--- src/design/sha1_stream_hash_unit_macros.svh ---
// Assertion macros shared by the SHA-1 stream hash RTL
`ifndef SHA1_STREAM_HASH_UNIT_MACROS_SVH
`define SHA1_STREAM_HASH_UNIT_MACROS_SVH

// Same-cycle implication, checked outside reset
`define SHA1SH_ASSERT_IMP(label, clk, rst, ante, cons) \
  label: assert property (@(posedge clk) disable iff (rst) (ante) |-> (cons)) \
    else $error("sha1 stream hash: assertion failed");

// Next-cycle implication, checked outside reset
`define SHA1SH_ASSERT_NXT(label, clk, rst, ante, cons) \
  label: assert property (@(posedge clk) disable iff (rst) (ante) |=> (cons)) \
    else $error("sha1 stream hash: assertion failed");

`endif

--- src/design/sha1sh_pkg.sv ---
// Types and constants of the SHA-1 stream hash unit
`timescale 1ns / 1ps
`default_nettype none

package sha1sh_pkg;

  // Five working / chaining words
  typedef struct packed {
    logic [31:0] a;
    logic [31:0] b;
    logic [31:0] c;
    logic [31:0] d;
    logic [31:0] e;
  } work_t;

  // Control from the sequencer to the message schedule
  typedef struct packed {
    logic       load_byte;
    logic       shift_word;
    logic [7:0] byte_val;
  } sched_ctrl_t;

  localparam work_t H_INIT = '{
    a: 32'h67452301,
    b: 32'hEFCDAB89,
    c: 32'h98BADCFE,
    d: 32'h10325476,
    e: 32'hC3D2E1F0
  };

  localparam logic [31:0] K_TAB [4] = '{
    32'h5A827999, 32'h6ED9EBA1, 32'h8F1BBCDC, 32'hCA62C1D6
  };

  localparam logic [6:0] ROUND_COUNT = 7'd80;
  localparam logic [6:0] ROUND_LAST  = 7'd79;
  localparam logic [6:0] ROUND_B1    = 7'd20;
  localparam logic [6:0] ROUND_B2    = 7'd40;
  localparam logic [6:0] ROUND_B3    = 7'd60;

  // Byte position where the 64-bit length starts (bit 448)
  localparam logic [5:0] LEN_OFFSET  = 6'd56;
  localparam logic [5:0] FILL_LAST   = 6'd63;
  localparam logic [7:0] PAD_MARKER  = 8'h80;

endpackage

`default_nettype wire

--- src/design/sha1sh_ifs.sv ---
// Valid/ready channel interfaces for message bytes and digests
`timescale 1ns / 1ps
`default_nettype none

interface sha1sh_in_if;
  logic       valid;
  logic       ready;
  logic [7:0] data_byte;
  logic       has_byte;
  logic       last_item;

  modport source (output valid, data_byte, has_byte, last_item, input ready);
  modport sink   (input valid, data_byte, has_byte, last_item, output ready);
endinterface

interface sha1sh_out_if;
  logic        valid;
  logic        ready;
  logic [63:0] digest_high;
  logic [63:0] digest_mid;
  logic [31:0] digest_low;

  modport source (output valid, digest_high, digest_mid, digest_low, input ready);
  modport sink   (input valid, digest_high, digest_mid, digest_low, output ready);
endinterface

`default_nettype wire

--- src/design/sha1sh_sched.sv ---
// Block buffer and message schedule: byte shift-in, one schedule word per round
`timescale 1ns / 1ps
`default_nettype none

module sha1sh_sched (
  input  wire logic                     clk,
  input  wire sha1sh_pkg::sched_ctrl_t  ctrl,
  output logic [31:0]                   w_cur
);
  import sha1sh_pkg::*;

  // Oldest word sits in the top 32 bits
  logic [511:0] blk;
  logic [31:0]  w_mix;
  logic [31:0]  w_new;

  assign w_cur = blk[511:480];

  // W[i+16] = rotl1(W[i+13] ^ W[i+8] ^ W[i+2] ^ W[i])
  assign w_mix = blk[95:64] ^ blk[255:224] ^ blk[447:416] ^ blk[511:480];
  assign w_new = {w_mix[30:0], w_mix[31]};

  always_ff @(posedge clk) begin
    if (ctrl.load_byte) begin
      blk <= {blk[503:0], ctrl.byte_val};
    end else if (ctrl.shift_word) begin
      blk <= {blk[479:0], w_new};
    end
  end

endmodule

`default_nettype wire

--- src/design/sha1sh_round.sv ---
// One SHA-1 compression round, reused for all 80 rounds
`timescale 1ns / 1ps
`default_nettype none

module sha1sh_round (
  input  wire sha1sh_pkg::work_t  work_in,
  input  wire logic [31:0]        w_cur,
  input  wire logic [6:0]         rnd,
  output sha1sh_pkg::work_t       work_out
);
  import sha1sh_pkg::*;

  logic [31:0] f_val;
  logic [31:0] k_val;
  logic [31:0] t_val;

  // Round function and constant by round group
  always_comb begin
    if (rnd < ROUND_B1) begin
      f_val = (work_in.b & work_in.c) | (~work_in.b & work_in.d);
      k_val = K_TAB[0];
    end else if (rnd < ROUND_B2) begin
      f_val = work_in.b ^ work_in.c ^ work_in.d;
      k_val = K_TAB[1];
    end else if (rnd < ROUND_B3) begin
      f_val = (work_in.b & work_in.c) | (work_in.b & work_in.d) | (work_in.c & work_in.d);
      k_val = K_TAB[2];
    end else begin
      f_val = work_in.b ^ work_in.c ^ work_in.d;
      k_val = K_TAB[3];
    end
  end

  assign t_val = {work_in.a[26:0], work_in.a[31:27]} + f_val + work_in.e + k_val + w_cur;

  // Rotate the working words
  assign work_out.a = t_val;
  assign work_out.b = work_in.a;
  assign work_out.c = {work_in.b[1:0], work_in.b[31:2]};
  assign work_out.d = work_in.c;
  assign work_out.e = work_in.d;

endmodule

`default_nettype wire

--- src/design/sha1_stream_hash_unit.sv ---
// SHA-1 stream hash unit: top level with sequencer and chaining state
//
// Usage:
//   in_ch  : one word per handshake: data_byte (valid when has_byte) and
//            last_item, which ends the message. ready is high only while the
//            unit waits for a word.
//   out_ch : one 160-bit digest (H0..H4) per message, held in an output
//            register until taken.
// Sequence:
//   A word that does not complete a 64-byte block leaves the unit idle and
//   ready. Completing a block runs 80 rounds on the single round unit, then
//   folds the result into the chaining words; no word is taken meanwhile.
//   An end mark pads one byte per cycle while no block is compressed
//   (marker, zeros, a step to switch to the length, eight length bytes),
//   compresses once or twice, and then loads the digest.
// Reset (rst, synchronous): chaining words to the SHA-1 initial values,
//   fill position and bit count to zero, output empty.
// Stall: while a digest waits on out_ch, new words are still taken; a second
//   end mark holds the unit in its digest step until the register frees.
`timescale 1ns / 1ps
`default_nettype none

module sha1_stream_hash_unit (
  input  wire logic    clk,
  input  wire logic    rst,
  sha1sh_in_if.sink    in_ch,
  sha1sh_out_if.source out_ch
);
  import sha1sh_pkg::*;
  `include "sha1_stream_hash_unit_macros.svh"

  typedef enum logic [4:0] {
    ST_IDLE   = 5'b00001,
    ST_PAD    = 5'b00010,
    ST_ROUND  = 5'b00100,
    ST_FOLD   = 5'b01000,
    ST_DIGEST = 5'b10000
  } state_t;

  typedef enum logic [3:0] {
    PH_MARK = 4'b0001,
    PH_ZERO = 4'b0010,
    PH_LEN  = 4'b0100,
    PH_DONE = 4'b1000
  } pad_phase_t;

  state_t      state;
  pad_phase_t  pad_phase;
  logic        pad_active;
  logic [2:0]  len_idx;
  logic [6:0]  rnd;
  logic [5:0]  fill;
  logic [63:0] bit_count;
  work_t       chain;
  work_t       work;
  work_t       round_out;
  logic        out_valid;
  logic [63:0] out_high;
  logic [63:0] out_mid;
  logic [31:0] out_low;

  logic        in_take;
  logic        out_free;
  logic        byte_wr;
  logic [7:0]  byte_val;
  logic        block_full;
  logic [31:0] w_cur;
  sched_ctrl_t sched_ctrl;

  assign in_ch.ready        = (state == ST_IDLE);
  assign in_take            = in_ch.valid && (state == ST_IDLE);
  assign out_free           = !out_valid || out_ch.ready;
  assign out_ch.valid       = out_valid;
  assign out_ch.digest_high = out_high;
  assign out_ch.digest_mid  = out_mid;
  assign out_ch.digest_low  = out_low;

  // Byte source: message bytes when idle, padding bytes when padding
  always_comb begin
    byte_wr  = 1'b0;
    byte_val = in_ch.data_byte;
    if (state == ST_IDLE) begin
      byte_wr = in_take && in_ch.has_byte;
    end else if (state == ST_PAD) begin
      unique case (pad_phase)
        PH_MARK: begin
          byte_wr  = 1'b1;
          byte_val = PAD_MARKER;
        end
        PH_ZERO: begin
          byte_wr  = (fill != LEN_OFFSET);
          byte_val = 8'h00;
        end
        PH_LEN: begin
          byte_wr  = 1'b1;
          byte_val = bit_count[{~len_idx, 3'b000} +: 8];
        end
        default: begin
          byte_wr  = 1'b0;
          byte_val = 8'h00;
        end
      endcase
    end
  end

  assign block_full = byte_wr && (fill == FILL_LAST);

  assign sched_ctrl.load_byte  = byte_wr;
  assign sched_ctrl.shift_word = (state == ST_ROUND);
  assign sched_ctrl.byte_val   = byte_val;

  sha1sh_sched u_sched (
    .clk   (clk),
    .ctrl  (sched_ctrl),
    .w_cur (w_cur)
  );

  sha1sh_round u_round (
    .work_in  (work),
    .w_cur    (w_cur),
    .rnd      (rnd),
    .work_out (round_out)
  );

  // Sequencer and message state
  always_ff @(posedge clk) begin
    if (rst) begin
      state      <= ST_IDLE;
      pad_phase  <= PH_MARK;
      pad_active <= 1'b0;
      len_idx    <= 3'd0;
      rnd        <= 7'd0;
      fill       <= 6'd0;
      bit_count  <= 64'd0;
      chain      <= H_INIT;
      out_valid  <= 1'b0;
    end else begin
      if (out_valid && out_ch.ready) begin
        out_valid <= 1'b0;
      end
      if (byte_wr) begin
        fill <= fill + 6'd1;
      end
      unique case (state)
        ST_IDLE: begin
          if (in_take) begin
            if (in_ch.has_byte) begin
              bit_count <= bit_count + 64'd8;
            end
            if (in_ch.last_item) begin
              pad_active <= 1'b1;
              pad_phase  <= PH_MARK;
            end
            if (block_full) begin
              state <= ST_ROUND;
              rnd   <= 7'd0;
            end else if (in_ch.last_item) begin
              state <= ST_PAD;
            end
          end
        end
        ST_PAD: begin
          unique case (pad_phase)
            PH_MARK: pad_phase <= PH_ZERO;
            PH_ZERO: begin
              if (fill == LEN_OFFSET) begin
                pad_phase <= PH_LEN;
                len_idx   <= 3'd0;
              end
            end
            PH_LEN: begin
              len_idx <= len_idx + 3'd1;
              if (len_idx == 3'd7) begin
                pad_phase <= PH_DONE;
              end
            end
            default: pad_phase <= PH_DONE;
          endcase
          if (block_full) begin
            state <= ST_ROUND;
            rnd   <= 7'd0;
          end
        end
        ST_ROUND: begin
          rnd <= rnd + 7'd1;
          if (rnd == ROUND_LAST) begin
            state <= ST_FOLD;
          end
        end
        ST_FOLD: begin
          chain.a <= chain.a + work.a;
          chain.b <= chain.b + work.b;
          chain.c <= chain.c + work.c;
          chain.d <= chain.d + work.d;
          chain.e <= chain.e + work.e;
          if (!pad_active) begin
            state <= ST_IDLE;
          end else if (pad_phase == PH_DONE) begin
            state <= ST_DIGEST;
          end else begin
            state <= ST_PAD;
          end
        end
        ST_DIGEST: begin
          if (out_free) begin
            out_valid  <= 1'b1;
            chain      <= H_INIT;
            fill       <= 6'd0;
            bit_count  <= 64'd0;
            pad_active <= 1'b0;
            state      <= ST_IDLE;
          end
        end
        default: state <= ST_IDLE;
      endcase
    end
  end

  // Working words and digest register
  always_ff @(posedge clk) begin
    if (block_full) begin
      work <= chain;
    end else if (state == ST_ROUND) begin
      work <= round_out;
    end
    if (state == ST_DIGEST && out_free) begin
      out_high <= {chain.a, chain.b};
      out_mid  <= {chain.c, chain.d};
      out_low  <= chain.e;
    end
  end

  // Checks on the sequencer
  `SHA1SH_ASSERT_IMP(a_rnd_range, clk, rst, state == ST_ROUND, rnd < ROUND_COUNT)
  `SHA1SH_ASSERT_NXT(a_last_round, clk, rst,
                     state == ST_ROUND && rnd == ROUND_LAST, state == ST_FOLD)
  `SHA1SH_ASSERT_IMP(a_digest_aligned, clk, rst,
                     state == ST_DIGEST, fill == 6'd0 && pad_phase == PH_DONE)
  `SHA1SH_ASSERT_NXT(a_reinit, clk, rst, state == ST_DIGEST && out_free,
                     out_valid && chain == H_INIT && bit_count == 64'd0)

endmodule

`default_nettype wire
--- src/flat_wrapper.sv ---
// flat-port wrapper written by rule: the top's interface ports become plain ports
module sha1_stream_hash_unit_flat import sha1sh_pkg::*;
  (clk, rst, in_ch_valid, in_ch_data_byte, in_ch_has_byte, in_ch_last_item, in_ch_ready, out_ch_valid, out_ch_digest_high, out_ch_digest_mid, out_ch_digest_low, out_ch_ready);
  sha1sh_in_if in_ch_i ();
  sha1sh_out_if out_ch_i ();
  input  wire logic clk;
  input  wire logic rst;
  input wire logic [$bits(in_ch_i.valid)-1:0] in_ch_valid;
  input wire logic [$bits(in_ch_i.data_byte)-1:0] in_ch_data_byte;
  input wire logic [$bits(in_ch_i.has_byte)-1:0] in_ch_has_byte;
  input wire logic [$bits(in_ch_i.last_item)-1:0] in_ch_last_item;
  output wire logic [$bits(in_ch_i.ready)-1:0] in_ch_ready;
  output wire logic [$bits(out_ch_i.valid)-1:0] out_ch_valid;
  output wire logic [$bits(out_ch_i.digest_high)-1:0] out_ch_digest_high;
  output wire logic [$bits(out_ch_i.digest_mid)-1:0] out_ch_digest_mid;
  output wire logic [$bits(out_ch_i.digest_low)-1:0] out_ch_digest_low;
  input wire logic [$bits(out_ch_i.ready)-1:0] out_ch_ready;
  assign in_ch_i.valid = in_ch_valid;
  assign in_ch_i.data_byte = in_ch_data_byte;
  assign in_ch_i.has_byte = in_ch_has_byte;
  assign in_ch_i.last_item = in_ch_last_item;
  assign in_ch_ready = in_ch_i.ready;
  assign out_ch_valid = out_ch_i.valid;
  assign out_ch_digest_high = out_ch_i.digest_high;
  assign out_ch_digest_mid = out_ch_i.digest_mid;
  assign out_ch_digest_low = out_ch_i.digest_low;
  assign out_ch_i.ready = out_ch_ready;
  sha1_stream_hash_unit u_core (.clk(clk), .rst(rst), .in_ch(in_ch_i), .out_ch(out_ch_i));
endmodule
--- config.mk ---
export PLATFORM = sky130hd
export DESIGN_NAME = sha1_stream_hash_unit_flat
export DESIGN_NICKNAME = d
export VERILOG_FILES = /design/src/design/sha1sh_pkg.sv /design/src/design/sha1sh_ifs.sv /design/src/design/sha1sh_sched.sv /design/src/design/sha1sh_round.sv /design/src/design/sha1_stream_hash_unit.sv /design/src/flat_wrapper.sv
export VERILOG_INCLUDE_DIRS = /design/src /design/src/design
export SDC_FILE = /design/constraint.sdc
export NUM_CORES = 2
export LEC_CHECK = 0
export BUFFER_PORTS_ARGS = -buffer_cell sky130_fd_sc_hd__buf_4
export CAP_MARGIN = 5
export CORE_UTILIZATION = 23
export DETAILED_ROUTE_END_ITERATION = 8
export HOLD_SLACK_MARGIN = 0.15
export PLACE_DENSITY = 0.39
export SYNTH_ARGS = -nofsm -noshare
export SYNTH_HDL_FRONTEND = slang
export SYNTH_SLANG_ARGS = --single-unit
--- constraint.sdc ---
create_clock -name clk -period 20 [get_ports clk]
set_input_delay 2 -clock clk [delete_from_list [all_inputs] [get_ports clk]]
set_output_delay 2 -clock clk [all_outputs]
set_load 0.01 [all_outputs]
==> metrics.md <==
| Metric | Value |
|---|---|
| Synthesis-to-layout area growth | `16.3%` |
| Post-synth top flop | `edfxtp_1` |
| Crit path required time | `20510 ps` |
| Sequential power share | `0.443` |
| H-tree depth | `4` |
| Final WL | `176 mm` |
| Cell variety after synth | `95` |
| Sequential-to-total area share from yosys stat | `0.530` |
| Worst-Skew Late Latency | `780 ps` |
| Leak | `0.0257 µW` |
| Largest net degree at the start of global routing | `211` |
| P per Cell Area | `114 mW/mm²` |
| Cell row count | `181` |
| Initial antenna violation count | `4` |
| Synth area leader | `edfxtp_1` |
| NetSw | `2430 µW` |
| Net count, final | `6250` |
| Max Cap Viol | `0` |
| Vias | `41000` |
| Overflow after GRT | `0` |
| Max Freq | `0.139 GHz` |
| R2R cell count | `25` |
| Ratio of cells with drive above 1 in the final layout | `0.0815` |
| First-pass GRT wire length | `265 mm` |
| Yosys top cell area share | `0.442` |
| 1st-iter DRT viols | `2802` |
| Clock Skews | `33.1 ps` |
| Final setup TNS | `0 ps` |
| Num CTS Buffers | `134` |
| Root Buffer | `clkbuf_16` |
| Period Utilization, post-route | `0.360` |
| Hold WC Path Type | `register to register` |
| Placer Congestion | `0.898` |
| Total GRT Usage | `0.140` |
| Area after DPL | `0.0615 mm²` |
| Ports | `176` |
| Final instance area | `0.0657 mm²` |
| CTS tree | `yes` |
| Post_cts resized | `0` |
| Die area | `0.248 mm²` |
| Worst slack, placed | `12530 ps` |
| Core Area | `0.244 mm²` |
| CP peak stage delay | `570 ps` |
| Post-DR vias/cell | `4.45` |
| Number of synthesis warnings | `0` |
| Post-CTS repair timing setup buffer count | `0` |
| Final Hold Viols | `0` |
| Setup violators final | `0` |
| Reg clk slew, reported paths | `60 ps` |
| RSZ-0062 raised after global routing | `no` |
| Synthesized Nets | `6119` |
| Chip Height | `498 µm` |
| Setup crit end | `u_core.work[159]` |
| CP Depth | `25` |
| Reg2Reg Setup Slack | `12800 ps` |
| Slowest-stage cell, CP | `a211oi_1` |
| Fin crit period | `7200 ps` |
| Critical Path Start | `u_core.rnd[4]` |
| Int Pwr | `5030 µW` |
| Worst path bufs/invs | `5` |
| Post-synth EDFFs | `832` |
| Setup WS post-layout | `12800 ps` |
| Detailed Routing Iterations Pass 1 | `5` |
| Syn_area_per_cell | `9.81 µm²` |
| CTS sink cnt | `1080` |
| Switch share | `0.326` |
| Detail Placement HPWL | `125 mm` |
| Gate count after technology mapping | `5760` |
| Crit path kind | `register to register` |
| Logic pwr share | `0.239` |
| Yosys reg bits | `1080` |
| Max IR drop VDD | `0.0832 mV` |
| I/O Buffers | `175` |
| Initial Utilization | `0.232` |
| FFs w/ async S/R, synth | `0` |
| Mapped Area | `0.0565 mm²` |
| Top Family by Delay on Critical Path | `compound AO/OA/AOI/OAI gates` |
| Max-Slew Margin vs Limit | `0.261` |
| Max clock buf depth | `3` |
| Measured slew at the worst slew-check pin | `1110 ps` |
| Drt drc | `0` |
| Worst Path Max Fanout | `8` |
| Number of hold buffers added after cts | `0` |
| CP Launch Type | `register` |
| Post-layout util | `0.270` |
| Hold_sp | `u_core.rnd[1]` |
| Reg2Reg Launch Point | `u_core.rnd[4]` |
| Vias in the first global route | `41200` |
| Antenna Violating Nets Remaining | `0` |
| Synth top area cells | `edfxtp_1 (44%), nand2_1 (13%), dfxtp_1 (8.8%)` |
| Max Slew Vio Count | `0` |
| WL/cell | `19.1 µm` |
| WHS | `493 ps` |
| Crit Reg-Reg Endpoint | `u_core.work[159]` |
| Clock share of power | `0.318` |
| Status | `finished clean` |
| Die X-Extent | `498 µm` |
| Crit path DAT | `7710 ps` |
| CP endpoint kind | `register` |
[through the flow]
stage,power (µW),cells
6_report,7460,9206
2_1_floorplan,4750,5760
5_1_grt,7950,9205
3_3_place_gp,5170,8957
4_1_cts,7600,9204
3_5_place_dp,5170,8957
[final cells by class]
cell class,instances,area (µm²)
timing repair buffer,230,1740
clock buffer,171,3610
tap,3202,4010
multi-input combinational,4225,24900
sequential,1080,29900
antenna,2,5.00
inverter,220,833
clock inverter,76,628
fill,25800,178000
[cell usage in the layout (no fill, tap or decap), types with 13 or more instances in the layout]
cell type	instances
a211oi_1	29
a21o_1	92
a21oi_1	257
a22oi_1	26
a31oi_1	23
and3_1	26
buf_4	229
clkbuf_1	29
clkbuf_16	137
clkinv_1	27
clkinv_2	25
dfxtp_1	248
edfxtp_1	832
fa_1	120
ha_1	225
inv_1	218
mux2i_1	20
mux4_2	13
nand2_1	1954
nand2b_1	54
nand3_1	75
nand4_1	20
nor2_1	305
nor2b_1	42
nor3_1	50
o211ai_1	19
o21a_1	30
o21ai_0	186
o21ai_1	42
o21bai_1	28
o22ai_1	31
o31ai_1	13
o32ai_1	18
or2_2	14
or3_1	41
xnor2_1	197
xor2_1	96
[worst reg2reg max path, stage by stage (launching register included)]
cell      delay [ps]
dfxtp_1          380
a41oi_1          540
inv_2            250
nor2_1           560
inv_1            300
nor2_1           160
a211oi_1          80
fa_1             540
inv_1             50
fa_1             490
fa_1             420
inv_1             70
ha_1             160
inv_1             60
fa_1             460
nor2b_1          160
o31a_1           190
o31ai_1          130
a211oi_1         570
o21ai_1          280
o311ai_1         360
o211ai_1         190
o21ai_1          230
a21oi_1          130
nor2_1           120
a211oi_1          70
[worst min path at each step]
stage	endpoint	slack, ps	depth (start not counted)
after floorplan	u_core.out_ch.digest_mid[31]	440	0
after global placement	u_core.fill[1]	480	2
after detailed placement	u_core.out_ch.digest_mid[31]	480	0
after CTS	u_core.rnd[1]	500	2
after global routing	u_core.out_ch.digest_mid[31]	510	0
final	u_core.rnd[1]	490	2
[logic make-up after synthesis]
family,count (synthesis),share of synthesized area
multiplexers,41,0.0103
flip-flops,1080,0.530
AND/OR/NAND/NOR,2662,0.194
adder cells (fa/ha/maj),345,0.0923
buffers and inverters,455,0.0303
XOR/XNOR,293,0.0454
AO/OA/AOI/OAI,884,0.0982
[flip-flops by register name, indices dropped and copies added, names as in the netlist, 7 cells and up]
name,count
u_core.chain,160
u_core.u_sched.blk,512
u_core.out_ch.digest_high,64
u_core.out_ch.digest_low,32
u_core.work,160
u_core.rnd,7
u_core.bit_count,61
u_core.out_ch.digest_mid,64
[power by group through the flow]
stage | clock, µW | combinational [µW] | sequential [µW]
6_report | 2370 | 1780 | 3310
5_1_grt | 2530 | 2060 | 3360
3_3_place_gp | 0 | 1810 | 3360
4_1_cts | 2460 | 1830 | 3320
3_5_place_dp | 0 | 1810 | 3360
2_1_floorplan | 0 | 1340 | 3410
[routing by layer]
layer / wire, µm / global-route usage
met1: 82500 / 0.187
met4: 4250 / 0.0404
met3: 5810 / 0.0197
met2: 83100 / 0.232
met5: 0 / 0
[cell usage after synthesis (6+ instances only)]
cell type,number
inv_1,219
a211oi_1,29
o211ai_1,19
nor3b_1,8
or2_2,14
o22ai_1,31
dfxtp_1,248
clkbuf_1,208
a21o_1,92
o31ai_1,13
mux4_2,13
o21a_1,30
and3_1,27
fa_1,120
o21ai_0,186
nor2_1,309
ha_1,225
edfxtp_1,832
nor2b_1,42
nor4b_1,6
o32ai_1,18
xor2_1,96
nand4_1,20
and4_1,11
a31oi_1,24
nand2b_1,56
a21oi_1,257
nand3_1,76
or3_1,41
xnor2_1,197
nand2_1,1957
or2_1,7
nor3_1,50
mux2i_1,20
o21ai_1,42
buf_1,24
nand3b_1,10
o21bai_1,29
mux2_2,7
nor4_1,6
a22oi_1,26
o221ai_1,7
a221oi_1,9
Power figures use the tool's default switching activity.
